$ cat src/rtl/kab_ram.sv
`default_nettype none
// ----------------------------------------------------------------------------
// kab_ram
// generic simple dual-port ram, one write port, one read port with
// registered read data
// ----------------------------------------------------------------------------
module kab_ram #(
    parameter int WIDTH = 8,
    parameter int DEPTH = 16
) (
    input  wire logic                     i_clk,
    input  wire logic                     i_we,
    input  wire logic [$clog2(DEPTH)-1:0] i_waddr,
    input  wire logic [WIDTH-1:0]         i_wdata,
    input  wire logic [$clog2(DEPTH)-1:0] i_raddr,
    output logic      [WIDTH-1:0]         o_rdata
);

    logic [WIDTH-1:0] r_mem [DEPTH];

    always_ff @(posedge i_clk) begin
        if (i_we) begin
            r_mem[i_waddr] <= i_wdata;
        end
        o_rdata <= r_mem[i_raddr];
    end

endmodule : kab_ram
`default_nettype wire

$ cat config.mk
export PLATFORM = sky130hd
export DESIGN_NAME = kab_ram
export DESIGN_NICKNAME = d
export VERILOG_FILES = /design/src/rtl/kab_ram.sv
export SDC_FILE = /design/constraint.sdc
export NUM_CORES = 1
export LEC_CHECK = 0
export BUFFER_PORTS_ARGS = -buffer_cell sky130_fd_sc_hd__buf_2
export CORE_ASPECT_RATIO = 0.9
export CORE_MARGIN = 5
export CORE_UTILIZATION = 50
export CTS_CLUSTER_DIAMETER = 50
export DETAILED_ROUTE_END_ITERATION = 12
export PLACE_DENSITY = 0.68
export SLEW_MARGIN = 5
export SYNTH_ARGS = -nofsm -noshare
export SYNTH_HDL_FRONTEND = slang
export SYNTH_SLANG_ARGS = --single-unit
$ cat constraint.sdc
create_clock -name i_clk -period 2.35 [get_ports i_clk]
set_input_delay 0.3525 -clock i_clk [delete_from_list [all_inputs] [get_ports i_clk]]
set_output_delay 0.3525 -clock i_clk [all_outputs]
set_load 0.005 [all_outputs]
Word-level counts from Yosys, hierarchy flattened
Memory sizes are Yosys's and may differ from the RTL's. A register that Yosys moved wholly into a read port is not among the register bits.
Index checks and enable logic that the tools add are counted.
{ "totals": {"reg_bits": 0, "latchBits": 0, "mem_bits_rw": 128, "mem_bits_ro": 0, "inputBits": 18, "out_inout_bits": 8, "memories": 1} }
{ "op_classes": {"addsub": 0, "mul": 0, "n_div": 0, "magnitude_cmp": 0, "eq_ne": 0, "shifts": 0, "mux": 2, "n_bitwise": 0, "n_reduce_logical": 0} }
{ "mem_list": {"columns": ["memory", "words", "word_bits", "read_ports", "rd_clocked_by_memory_dff", "wr", "line", "rtl"], "rows": [
  ["r_mem", 16, 8, 1, 1, 1, "19", "logic [WIDTH-1:0] r_mem [DEPTH];"]
]} }
{ "op_table": {"columns": ["operator", "n"], "rows": [
  ["2-to-1 mux 1 bit", 2]
]} }

Logic depth before layout (Yosys ltp)
{ "logic_depth": {"word_depth": 2, "depth_mapped": 5} }

Worst setup path before layout
No wires, ideal clock.
{ "synth_path": {"path_kind": "input to register", "from": "input port i_waddr[2]", "to": "memory r_mem[0][0], enable pin", "setup_time_ps": 383, "arrival_ps": 1462, "t_required_ps": 1967, "path_slack_ps": 505, "path_stages": 2, "path_cell_list": "or3b_2 > nor3_1"} }
{ "synth_rtl": {"columns": ["item", "line", "rtl"], "rows": [
  ["start, declared", "13", "input wire logic [$clog2(DEPTH)-1:0] i_waddr,"],
  ["end, declared", "19", null]
]} }
No word-level cell before the write port.

==> results.md <==
- Routed WL per cell: 24.3 um
- Setup Crit Path Kind: primary input to flop
- Sequential area share after synthesis: 77.8%
- Vias in the first global route: 2565
- Syn_nets: 247
- Fmax achieved: 675 MHz
- CP max FO: 8
- Hold path cells: 1
- Setup ws final: 0.870 ns
- Largest net degree at the start of global routing: 21
- Die height: 106 um
- I/O pin count: 26
- Critical Path RT: 2.63 ns
- FF-to-FF End: o_rdata[5]
- CTS root buffer: clkbuf_16
- CTS tree: done
- FF-to-FF path depth: 3
- Worst-Margin Slew: 0.647 ns
- Reg clk slew, reported paths: 0.06 ns
- Residual DRC: 0
- Distinct cells, synth: 19
- Slowest cell on crit path: mux4_2
- First DRT Iteration DRCs: 271
- Gr ovfl total: 0
- Syn_area_per_cell: 22.5 sq um
- Clk sinks: 136
- Layout cells sized above 1: 32.1%
- Post-CTS Setup Inserts: 0
- Post-detail-place hpwl: 6480 um
- Arr. time, crit path: 1.76 ns
- Max-cap violations: 0
- First-pass iteration count of the detailed router: 4
- Worst Hold Slack: 0.335 ns
- Global-route met1 utilization: 25.6%
- Status: finished clean
- First-pass GRT wire length: 15600 um
- Cells along the critical path: buf_2 -> buf_4 -> mux4_2 -> a22oi_1 -> nand2_1
- Period minus WS final: 1.48 ns
- Worst Hold End: r_mem[14][0]
- R2r startpoint: r_mem[10][5]
- Most frequent cells in the layout: 128 x edfxtp_1, 25 x buf_2, 18 x mux4_2, 18 x buf_4, 17 x clkbuf_16
- Total GRT Usage: 18.0%
- Max-slew violation count: 0
- Worst-skew pair later-pin latency: 0.41 ns
- Critical Path End Type: flop
- Final period utilization: 63.0%
- Via count: 2470
- Final setup vio count: 0
- Startpoint types: primary input
- Synth-to-layout area growth: 19.0%
- Design area: 6130 sq um
- Antenna violations before repair: 0
- Met3 usage: 5.18%
- GR Layer Usage met2: 27.3%
- Total power: 0.00565 W
- Hold_buf cts: 0
- PortBufs: 25
- H-tree levels: 4
- LEAKAGE: 2.10 nW
- Final WL: 10300 um
- Final ANT Viol Nets: 0
- CP peak stage delay: 0.51 ns
- RSZ-0062 raised after global routing: no
- Initial core utilization: 50.7%
- Synthesized area: 5150 sq um
- Core Area: 10200 sq um
- Max IR drop VDD: 469 uV
- Slew HR: 56.7%
- Setup TNS: 0 ns
- Synth Instances: 229
- Min-Delay Path Class: primary input to flop
- Clk_skew: 0.00905 ns
- GR peak layer: met2
- Most common cell after layout, fill and taps aside: edfxtp_1
- Fin. Hold Viols: 0
- CTS Buf Count: 17
- Final #Nets: 301
- Placed instance area: 5520 sq um
- Synthesized flop and latch total: 136
- Die Wd: 117 um
- Reg2reg setup slack: 0.94 ns
- Ys Warns: 0
- Routability congestion estimate: 0.757
- Pre-CTS setup slack: 0.426 ns
- Rows: 35
- Hold_sp: i_wdata[0]
- Number of antenna diodes: 0
- Clk buf depth: 2
- Post-CTS Resized: 0
- DIE AREA: 12400 sq um
- Cell Pwr Density: 922 nW/um^2
- Filler cell count: 709
- Routed vias/inst: 5.81
## layer usage
layer	routed length [um]	share of wire [%]
met1	4380	42
met2	5170	50
met3	719	7.0
met4	53	0.51
met5	0	0
## Yosys cell counts, drive strengths merged
master	instances	area share [%]
edfxtp	128	75
clkdlybuf4s25	3	0.58
nor2b	1	0.12
nand3b	2	0.29
nor2	13	0.95
buf	7	1.1
or3b	1	0.17
mux4	32	15
dfxtp	8	3.1
nand3	1	0.097
a22oi	16	2.3
nor3	4	0.39
and2	1	0.12
and2b	1	0.15
nand2	9	0.66
nand2b	2	0.24
## flip-flops by register name, indices dropped and copies added, names as in the netlist
register and flops:
o_rdata 8, r_mem 128
## worst max-delay path: cells and delay by family
kind            cells  cell delay (ns)
buf+inv             2             0.52
compound gates      1             0.27
mux                 1             0.51
simple gates        1             0.09
## cells by family after synthesis
| group | count (synthesis) | share of synthesized area [%] |
|---|---|---|
| AOI/OAI and AO/OA | 16 | 2.33 |
| buffers and inverters | 10 | 1.68 |
| DFF | 136 | 77.8 |
| muxes | 32 | 15.0 |
| and+or+nand+nor | 35 | 3.18 |
## layout make-up
class,instances,area (sq um),area share (%)
flip-flops and latches,136,4000,65.3
multi-input cells,83,1060,17.3
clock buffers,18,429,7.00
repair buffers,45,300,4.90
clock inverters,14,175,2.86
well taps,129,161,2.63
## per-stage QoR
stage	util, %	instances
final	60.3	425
after global routing	60.3	425
after CTS	60.3	425
after detailed placement	54.4	393
after global placement	54.4	393
after floorplan	-	229
## worst max-delay path by stage
stage | startpoint | depth (start not counted) | end | slack [ns]
final | i_raddr[0] | 5 | o_rdata[0] | 0.87
after global routing | i_raddr[0] | 5 | o_rdata[0] | 0.76
after CTS | i_raddr[0] | 5 | o_rdata[0] | 0.84
after detailed placement | i_raddr[0] | 5 | o_rdata[0] | 0.43
after global placement | i_raddr[0] | 5 | o_rdata[6] | 0.44
after floorplan | i_waddr[2] | 2 | r_mem[0][0] | 0.50
## report_power, final
part | leakage, nW | switching [W] | internal (W)
sequential | 1.22 | 0.0000168 | 0.00271
combinational | 0.585 | 0.000141 | 0.000110
clock | 0.287 | 0.000994 | 0.00168
(Power assumes the default switching activity.)
